===== config.mk =====
export PLATFORM = sky130hd
export DESIGN_NAME = lru_key_value_cache_core_flat
export DESIGN_NICKNAME = d
export VERILOG_FILES = /design/src/rtl/core/lkv_pkg.sv /design/src/rtl/core/lkv_if.sv /design/src/rtl/core/lru_key_value_cache_core.sv /design/src/rtl/core/lkv_cell.sv /design/src/flat_wrapper.sv
export SDC_FILE = /design/constraint.sdc
export NUM_CORES = 2
export LEC_CHECK = 0
export BUFFER_PORTS_ARGS = -buffer_cell sky130_fd_sc_hd__buf_2
export CAP_MARGIN = 20
export CORE_UTILIZATION = 30
export CTS_CLUSTER_SIZE = 10
export DETAILED_ROUTE_END_ITERATION = 8
export PLACE_DENSITY = 0.46
export SETUP_SLACK_MARGIN = 0.2
export SLEW_MARGIN = 10
export SYNTH_ARGS = -nofsm -noshare
export SYNTH_HDL_FRONTEND = slang
export SYNTH_HIERARCHICAL = 1
export SYNTH_SLANG_ARGS = --single-unit
export TNS_END_PERCENT = 10

===== constraint.sdc =====
create_clock -name clk_i -period 15.18 [get_ports clk_i]
set_input_delay 2.277 -clock clk_i [delete_from_list [all_inputs] [get_ports clk_i]]
set_output_delay 2.277 -clock clk_i [all_outputs]
set_load 0.005 [all_outputs]

===== src/rtl/core/lkv_pkg.sv =====
// ----------------------------------------------------------------------------
// LRU key-value cache package
// Sizes, cell command and cell status types shared by the cache core.
// ----------------------------------------------------------------------------
package lkv_pkg;

  localparam int ENTRIES = 16;
  localparam int KEY_W   = 32;
  localparam int VAL_W   = 32;
  localparam int CAP_W   = 5;
  localparam int RANK_W  = (ENTRIES > 1) ? $clog2(ENTRIES) : 1;
  localparam int OCC_W   = $clog2(ENTRIES + 1);

  typedef enum logic [1:0] {
    ST_IDLE,
    ST_LOOKUP,
    ST_UPDATE
  } lkv_state_e;

  // Broadcast to every cell of the row
  typedef struct packed {
    logic              lookup;    // capture first-hit flag
    logic              update;    // apply the operation
    logic              put;       // operation is a put
    logic              found;     // lookup hit
    logic              evict;     // put miss with the store full
    logic [OCC_W-1:0]  keep;      // ranks below this survive eviction
    logic [RANK_W-1:0] hit_rank;  // rank of the hit cell
    logic [KEY_W-1:0]  key;
    logic [VAL_W-1:0]  value;
  } lkv_cmd_t;

  // Status reported by one cell
  typedef struct packed {
    logic              valid;
    logic              first_hit;  // this cell is the lowest matching cell
    logic [RANK_W-1:0] rank;       // zero unless first_hit
    logic [VAL_W-1:0]  value;      // zero unless first_hit
  } lkv_cell_st_t;

endpackage


===== src/rtl/core/lkv_if.sv =====
// ----------------------------------------------------------------------------
// LRU key-value cache channels
// Request and response channels with valid/ready handshake.
// ----------------------------------------------------------------------------
interface lkv_in_if import lkv_pkg::*; ();
  logic             valid;
  logic             ready;
  logic             mode;
  logic [KEY_W-1:0] key;
  logic [VAL_W-1:0] value;

  modport source (output valid, mode, key, value, input ready);
  modport sink   (input valid, mode, key, value, output ready);
endinterface

interface lkv_out_if import lkv_pkg::*; ();
  logic             valid;
  logic             ready;
  logic             found;
  logic [VAL_W-1:0] value_out;

  modport source (output valid, found, value_out, input ready);
  modport sink   (input valid, found, value_out, output ready);
endinterface


===== src/rtl/core/lru_key_value_cache_core.sv =====
// ----------------------------------------------------------------------------
// LRU key-value cache core
// Fully associative store built as a row of cells with LRU replacement.
// ----------------------------------------------------------------------------
// Flow: a get passes the lookup state and then the update state, where its
//   result is registered. Each item is a parallel compare in all cells, then
//   an update; a new request is taken only as the last one finishes, and a get
//   stalls only while the response register is still full.
// Reset: valid flags, ranks, occupancy and control clear at once; capacity
//   resets to the full entry count. No clearing pass.
module lru_key_value_cache_core import lkv_pkg::*; (
  input  logic             clk_i,
  input  logic             rst_ni,
  lkv_in_if.sink           in_i,
  lkv_out_if.source        out_o,
  input  logic             cfg_we_i,
  input  logic [CAP_W-1:0] cfg_data_i
);

  lkv_state_e state_q, state_d;

  logic [CAP_W-1:0]  capacity_q;
  logic [OCC_W-1:0]  occ_q, occ_d;
  logic              mode_q;
  logic [KEY_W-1:0]  key_q;
  logic [VAL_W-1:0]  value_q;
  logic              found_q;
  logic [RANK_W-1:0] hit_rank_q;
  logic [VAL_W-1:0]  hit_value_q;
  logic              out_valid_q;
  logic              out_found_q;
  logic [VAL_W-1:0]  out_value_q;

  logic [OCC_W-1:0]  cap_used, keep;
  logic              evict, can_finish, finish, accept;
  logic              any_hit;
  logic [RANK_W-1:0] hit_rank;
  logic [VAL_W-1:0]  hit_value;
  logic [ENTRIES-1:0] valid_vec, hit_vec;

  lkv_cmd_t     cmd;
  lkv_cell_st_t cell_st [ENTRIES];
  logic [ENTRIES:0] hit_chain, free_chain;

  // Clamp capacity to 1..ENTRIES
  always_comb begin
    if (capacity_q == '0) begin
      cap_used = OCC_W'(1);
    end else if (32'(capacity_q) > 32'(ENTRIES)) begin
      cap_used = OCC_W'(ENTRIES);
    end else begin
      cap_used = OCC_W'(capacity_q);
    end
  end

  assign keep  = cap_used - OCC_W'(1);
  assign evict = (occ_q >= cap_used);

  assign can_finish = mode_q || !out_valid_q || out_o.ready;
  assign finish     = (state_q == ST_UPDATE) && can_finish;
  assign in_i.ready = (state_q == ST_IDLE) || finish;
  assign accept     = in_i.valid && in_i.ready;

  assign cmd.lookup   = (state_q == ST_LOOKUP);
  assign cmd.update   = finish;
  assign cmd.put      = mode_q;
  assign cmd.found    = found_q;
  assign cmd.evict    = mode_q && !found_q && evict;
  assign cmd.keep     = keep;
  assign cmd.hit_rank = hit_rank_q;
  assign cmd.key      = key_q;
  assign cmd.value    = value_q;

  assign hit_chain[0]  = 1'b0;
  assign free_chain[0] = 1'b0;

  for (genvar g = 0; g < ENTRIES; g++) begin : g_cell
    lkv_cell u_cell (
      .clk_i       (clk_i),
      .rst_ni      (rst_ni),
      .cmd_i       (cmd),
      .hit_seen_i  (hit_chain[g]),
      .hit_seen_o  (hit_chain[g+1]),
      .free_seen_i (free_chain[g]),
      .free_seen_o (free_chain[g+1]),
      .st_o        (cell_st[g])
    );
    assign valid_vec[g] = cell_st[g].valid;
    assign hit_vec[g]   = cell_st[g].first_hit;
  end

  // Gather the hit cell's rank and value
  always_comb begin
    hit_rank  = '0;
    hit_value = '0;
    for (int i = 0; i < ENTRIES; i++) begin
      hit_rank  = hit_rank | cell_st[i].rank;
      hit_value = hit_value | cell_st[i].value;
    end
  end
  assign any_hit = hit_chain[ENTRIES];

  always_comb begin
    state_d = state_q;
    unique case (state_q)
      ST_IDLE:   if (accept) state_d = ST_LOOKUP;
      ST_LOOKUP: state_d = ST_UPDATE;
      ST_UPDATE: begin
        if (finish) begin
          state_d = accept ? ST_LOOKUP : ST_IDLE;
        end
      end
      default:   state_d = ST_IDLE;
    endcase
  end

  always_comb begin
    occ_d = occ_q;
    if (finish && mode_q && !found_q) begin
      occ_d = evict ? keep + OCC_W'(1) : occ_q + OCC_W'(1);
    end
  end

  always_ff @(posedge clk_i or negedge rst_ni) begin
    if (!rst_ni) begin
      state_q     <= ST_IDLE;
      capacity_q  <= CAP_W'(16);
      occ_q       <= '0;
      out_valid_q <= 1'b0;
    end else begin
      state_q <= state_d;
      occ_q   <= occ_d;
      if (cfg_we_i) begin
        capacity_q <= cfg_data_i;
      end
      // load on a finished get, drop on transfer
      if (finish && !mode_q) begin
        out_valid_q <= 1'b1;
      end else if (out_o.ready) begin
        out_valid_q <= 1'b0;
      end
    end
  end

  always_ff @(posedge clk_i) begin
    if (accept) begin
      mode_q  <= in_i.mode;
      key_q   <= in_i.key;
      value_q <= in_i.value;
    end
    if (state_q == ST_LOOKUP) begin
      found_q     <= any_hit;
      hit_rank_q  <= hit_rank;
      hit_value_q <= hit_value;
    end
    if (finish && !mode_q) begin
      out_found_q <= found_q;
      out_value_q <= found_q ? hit_value_q : '1;
    end
  end

  assign out_o.valid     = out_valid_q;
  assign out_o.found     = out_found_q;
  assign out_o.value_out = out_value_q;

`ifndef SYNTHESIS
  a_occ_range: assert property (@(posedge clk_i) disable iff (!rst_ni)
    32'(occ_q) <= 32'(ENTRIES))
    else $error("occupancy exceeds entry count");

  a_occ_count: assert property (@(posedge clk_i) disable iff (!rst_ni)
    $countones(valid_vec) == 32'(occ_q))
    else $error("occupancy does not match valid cells");

  a_hit_onehot: assert property (@(posedge clk_i) disable iff (!rst_ni)
    $onehot0(hit_vec))
    else $error("more than one first hit");

  a_put_no_resp: assert property (@(posedge clk_i) disable iff (!rst_ni)
    (finish && mode_q && !out_valid_q) |=> !out_valid_q)
    else $error("put produced a response");
`endif

endmodule


===== src/rtl/core/lkv_cell.sv =====
// ----------------------------------------------------------------------------
// LRU key-value cache cell
// One entry: key, value, valid and recency rank. Passes first-hit and
// first-free flags down the row to its neighbor.
// ----------------------------------------------------------------------------
module lkv_cell import lkv_pkg::*; (
  input  logic         clk_i,
  input  logic         rst_ni,
  input  lkv_cmd_t     cmd_i,
  input  logic         hit_seen_i,
  output logic         hit_seen_o,
  input  logic         free_seen_i,
  output logic         free_seen_o,
  output lkv_cell_st_t st_o
);

  logic [KEY_W-1:0]  key_q, key_d;
  logic [VAL_W-1:0]  value_q, value_d;
  logic              valid_q, valid_d;
  logic [RANK_W-1:0] rank_q, rank_d;
  logic              hit_q, hit_d;

  logic match, first_hit, evicted, free, take;

  assign match       = valid_q && (key_q == cmd_i.key);
  assign first_hit   = match && !hit_seen_i;
  assign hit_seen_o  = hit_seen_i | match;

  assign evicted     = cmd_i.evict && valid_q && (OCC_W'(rank_q) >= cmd_i.keep);
  assign free        = !valid_q || evicted;
  assign take        = free && !free_seen_i;
  assign free_seen_o = free_seen_i | free;

  assign st_o.valid     = valid_q;
  assign st_o.first_hit = first_hit;
  assign st_o.rank      = first_hit ? rank_q : '0;
  assign st_o.value     = first_hit ? value_q : '0;

  always_comb begin
    key_d   = key_q;
    value_d = value_q;
    valid_d = valid_q;
    rank_d  = rank_q;
    hit_d   = hit_q;
    if (cmd_i.lookup) begin
      hit_d = first_hit;
    end
    if (cmd_i.update) begin
      if (cmd_i.found) begin
        // promote the hit cell, age the more recent ones
        if (hit_q) begin
          rank_d = '0;
          if (cmd_i.put) begin
            value_d = cmd_i.value;
          end
        end else if (valid_q && (rank_q < cmd_i.hit_rank)) begin
          rank_d = rank_q + RANK_W'(1);
        end
      end else if (cmd_i.put) begin
        if (take) begin
          key_d   = cmd_i.key;
          value_d = cmd_i.value;
          valid_d = 1'b1;
          rank_d  = '0;
        end else if (evicted) begin
          valid_d = 1'b0;
        end else if (valid_q) begin
          rank_d = rank_q + RANK_W'(1);
        end
      end
    end
  end

  always_ff @(posedge clk_i or negedge rst_ni) begin
    if (!rst_ni) begin
      valid_q <= 1'b0;
      rank_q  <= '0;
      hit_q   <= 1'b0;
    end else begin
      valid_q <= valid_d;
      rank_q  <= rank_d;
      hit_q   <= hit_d;
    end
  end

  always_ff @(posedge clk_i) begin
    key_q   <= key_d;
    value_q <= value_d;
  end

endmodule

===== src/flat_wrapper.sv =====
// flat-port wrapper written by rule: the top's interface ports become plain ports
module lru_key_value_cache_core_flat import lkv_pkg::*;
  (clk_i, rst_ni, cfg_we_i, cfg_data_i, in_i_valid, in_i_mode, in_i_key, in_i_value, in_i_ready, out_o_valid, out_o_found, out_o_value_out, out_o_ready);
  lkv_in_if in_i_i ();
  lkv_out_if out_o_i ();
  input  logic clk_i;
  input  logic rst_ni;
  input  logic cfg_we_i;
  input  logic [CAP_W-1:0] cfg_data_i;
  input wire logic [$bits(in_i_i.valid)-1:0] in_i_valid;
  input wire logic [$bits(in_i_i.mode)-1:0] in_i_mode;
  input wire logic [$bits(in_i_i.key)-1:0] in_i_key;
  input wire logic [$bits(in_i_i.value)-1:0] in_i_value;
  output wire logic [$bits(in_i_i.ready)-1:0] in_i_ready;
  output wire logic [$bits(out_o_i.valid)-1:0] out_o_valid;
  output wire logic [$bits(out_o_i.found)-1:0] out_o_found;
  output wire logic [$bits(out_o_i.value_out)-1:0] out_o_value_out;
  input wire logic [$bits(out_o_i.ready)-1:0] out_o_ready;
  assign in_i_i.valid = in_i_valid;
  assign in_i_i.mode = in_i_mode;
  assign in_i_i.key = in_i_key;
  assign in_i_i.value = in_i_value;
  assign in_i_ready = in_i_i.ready;
  assign out_o_valid = out_o_i.valid;
  assign out_o_found = out_o_i.found;
  assign out_o_value_out = out_o_i.value_out;
  assign out_o_i.ready = out_o_ready;
  lru_key_value_cache_core u_core (.clk_i(clk_i), .rst_ni(rst_ni), .in_i(in_i_i), .out_o(out_o_i), .cfg_we_i(cfg_we_i), .cfg_data_i(cfg_data_i));
endmodule

==> flow_summary_export.csv <==
group,metric,value,unit
yosys,synth_area,56500,um^2
sta,setup_ws,4790,ps
job,drv_cap,0,
final_layout,synthToLayoutAreaGrowth,15.5,%
sta,finalMaxSlewViolations,0,
place,dp_cells,6574,
sta,hold_slack,494,ps
power_and_ir_drop,p_clk_share,40.2,%
hold_path,whs_path_depth,1,
clock_tree,cts_num_sinks,1268,
floorplan,core_area,186000,um^2
sta,clock.fmax,0.0963,GHz
critical_path,critPathRequiredTime,15590,ps
yosys,postSynthAreaPerCell,14.3,um^2
power_and_ir_drop,powerDensity,128,nW/um^2
clock_tree,post_cts_buffers,0,
routing,via_count,32200,
power_and_ir_drop,comb_power_share,10.6,%
global_route,grt.total_usage,16.2,%
clock_tree,cts_inserted_buffers,153,
place,pre_cts_ws,4750,ps
power_and_ir_drop,p_switching,2.11,mW
routing,wl_per_cell,22.7,um
sta,setup_viol,0,
yosys,yosys_warnings,6,
global_route,grt_pass1_wl,226000,um
final_layout,layout-drive-gt1-share,14.0,%
power_and_ir_drop,power_frac_seq,49.2,%
global_route,grt_pass1_vias,32200,
hold_path,min_path_type,"flip-flop to flip-flop",
clock_tree,clk_latency,790,ps
clock_tree,cts-root-buf,"clkbuf_16",
floorplan,start_util,30.3,%
sta,slew_headroom,27.6,%
sta,worstMarginPinSlew,1090,ps
sta,clock_skew,30.7,ps
global_route,gr-total-overflow,0,
routing,routed_wl,154000,um
floorplan,io_pins,110,
routing,drt_iter0_markers,2241,
final_layout,stdcell_count,6813,
power_and_ir_drop,intPower,6.24,mW
hold_path,hp-start,"u_core/hit_value_q[15]",
global_route,grt_max_degree,69,
clock_tree,cts_tree,"yes",
yosys,postSynthCellCount,3936,
floorplan,die-area,190000,um^2
critical_path,crit_arrival,10790,ps
place,routabilityCongestion,0.777,
routing,first_pass_iters,5,
clock_tree,h-tree-depth,4,
routing,drc,0,
critical_path,worst-path-max-fanout,32,
place,io_buffers,109,
sta,fin_crit_sh,68.4,%
critical_path,reg2reg_depth,30,
clock_tree,clk_pin_slew,50,ps
critical_path,worstSetupPathType,"flip-flop to flip-flop",
final_layout,fillCellCount,18100,
critical_path,r2r_start,"u_core/capacity_q[2]",
floorplan,die_width,436,um
sta,period_minus_slack,10390,ps
global_route,antenna_found_initial,6,
sta,setup_tns,0,ps
critical_path,worstSetupStartpointType,"flip-flop",
critical_path,worstSetupEndpointType,"flip-flop",
sta,rsz0062_at_grt,"no",
routing,vias_per_cell,4.73,
critical_path,cp_common_cell,"nand3b_1",
clock_tree,post_cts_resized,0,
hold_path,hold_end,"u_core/out_o.value_out[15]",
power_and_ir_drop,ir_worst_vdd,0.0000992,V
sta,finalHoldViolCount,0,
power_and_ir_drop,sw_frac_of_total,25.2,%
outcome,status,"complete, no violations",
floorplan,row_count,158,
power_and_ir_drop,cellLeakagePower,23.5,nW
clock_tree,cts_buffer_depth,3,
final_layout,multi_input_area,18000,um^2
place,hpwl,91000,um
final_layout,ff_latch_area,37500,um^2
final_layout,final_nets,4459,
critical_path,r2r_slack,4790,ps
critical_path,critPathSlowestCell,"a2111oi_0",
critical_path,crit_path_max_incr_delay,500,ps
clock_tree,cts_hold_buf,0,
routing,postRouteAntennaNets,0,
critical_path,timing.rr.end,"u_core/g_cell[15].u_cell/value_q[20]",
floorplan,die_h,436,um
[metal layers]
layer	vias to the layer above	wire length, um	track usage, %	part of all wire [%]
met2	532	73700	26.8	48
met5	-	0	0	0
li1	15200	-	-	-
met1	16300	72500	22.1	47
met3	208	5110	2.26	3.3
met4	0	3040	4.43	2.0
[final cells by class]
type	instances	share of cell area, %
tap	2480	4.76
clock inverter	33	0.514
multi-input combinational	2411	27.5
clock buffer	197	6.35
antenna	9	0.0345
sequential	1268	57.6
inverter	196	1.13
timing repair buffer	219	2.13
[cells in the final DEF, fill, tap and decap left out, types with 10 or more instances in the layout]
master     count
edfxtp_1    1159
and2_1       539
xor2_1       376
nor4_1       226
inv_1        195
clkbuf_16    158
ha_1         135
buf_4        109
buf_2        108
dfrtp_1      108
nand2b_1      99
nand2_1       79
a21oi_1       78
nand4_1       77
nor2b_1       72
xnor2_1       69
a22o_1        54
nor2_1        48
o21ai_0       43
nand3_1       41
nor3_1        38
mux2_2        36
clkbuf_1      35
and2_2        30
o22ai_1       27
o31ai_1       25
or2_2         24
a2111oi_0     18
nand3b_1      17
o211ai_1      16
or2b_1        14
clkinv_1      13
a2111oi_2     12
a31oi_1       11
o21bai_1      10
[through the flow]
stage | total power [mW] | utilization [%] | area (um^2)
3_5_place_dp | 5.07 | 32.6 | 60700
5_1_grt | 8.72 | 35.0 | 65200
6_report | 8.35 | 35.0 | 65200
2_1_floorplan | 4.74 | - | 56500
3_3_place_gp | 5.05 | 32.6 | 60700
4_1_cts | 8.47 | 35.0 | 65200
[power groups by stage]
stage	Clock, mW	Sequential [mW]	Combinational, mW
finish	3.36	4.11	0.886
global route	3.59	4.13	1.01
CTS	3.47	4.11	0.896
detailed placement	0	4.18	0.891
global placement	0	4.18	0.878
floorplan	0	4.14	0.601
[state kept, by name (all words and copies together), names as in the netlist, 5 cells and up]
name / count
u_core/capacity_q: 5
u_core/g_cell.u_cell/hit_q: 16
u_core/g_cell.u_cell/key_q: 512
u_core/g_cell.u_cell/rank_q: 64
u_core/g_cell.u_cell/valid_q: 16
u_core/g_cell.u_cell/value_q: 512
u_core/hit_value_q: 32
u_core/key_q: 32
u_core/occ_q: 5
u_core/out_o.value_out: 32
u_core/value_q: 32
[critical path, delay by kind of cell (launching register included)]
| family | cells | cell delay (ps) |
|---|---|---|
| buf+inv | 4 | 1160 |
| xor+xnor | 1 | 160 |
| simple gates | 20 | 6630 |
| compound gates | 3 | 950 |
| fa+ha+maj | 2 | 590 |
| flops | 1 | 420 |
[worst max-delay path by stage]
stage / start / end / slack, ps / depth (start not counted)
floorplan: u_core/capacity_q[2] / u_core/g_cell[9].u_cell/key_q[0] / 4210 / 20
global placement: u_core/capacity_q[2] / u_core/g_cell[15].u_cell/value_q[25] / 5030 / 30
detailed placement: u_core/capacity_q[2] / u_core/g_cell[15].u_cell/value_q[17] / 4750 / 30
CTS: u_core/capacity_q[2] / u_core/g_cell[15].u_cell/value_q[6] / 4710 / 30
global route: u_core/capacity_q[2] / u_core/g_cell[15].u_cell/value_q[6] / 4130 / 30
finish: u_core/capacity_q[2] / u_core/g_cell[15].u_cell/value_q[20] / 4790 / 30
No activity file was read; power rests on OpenSTA's default activity.
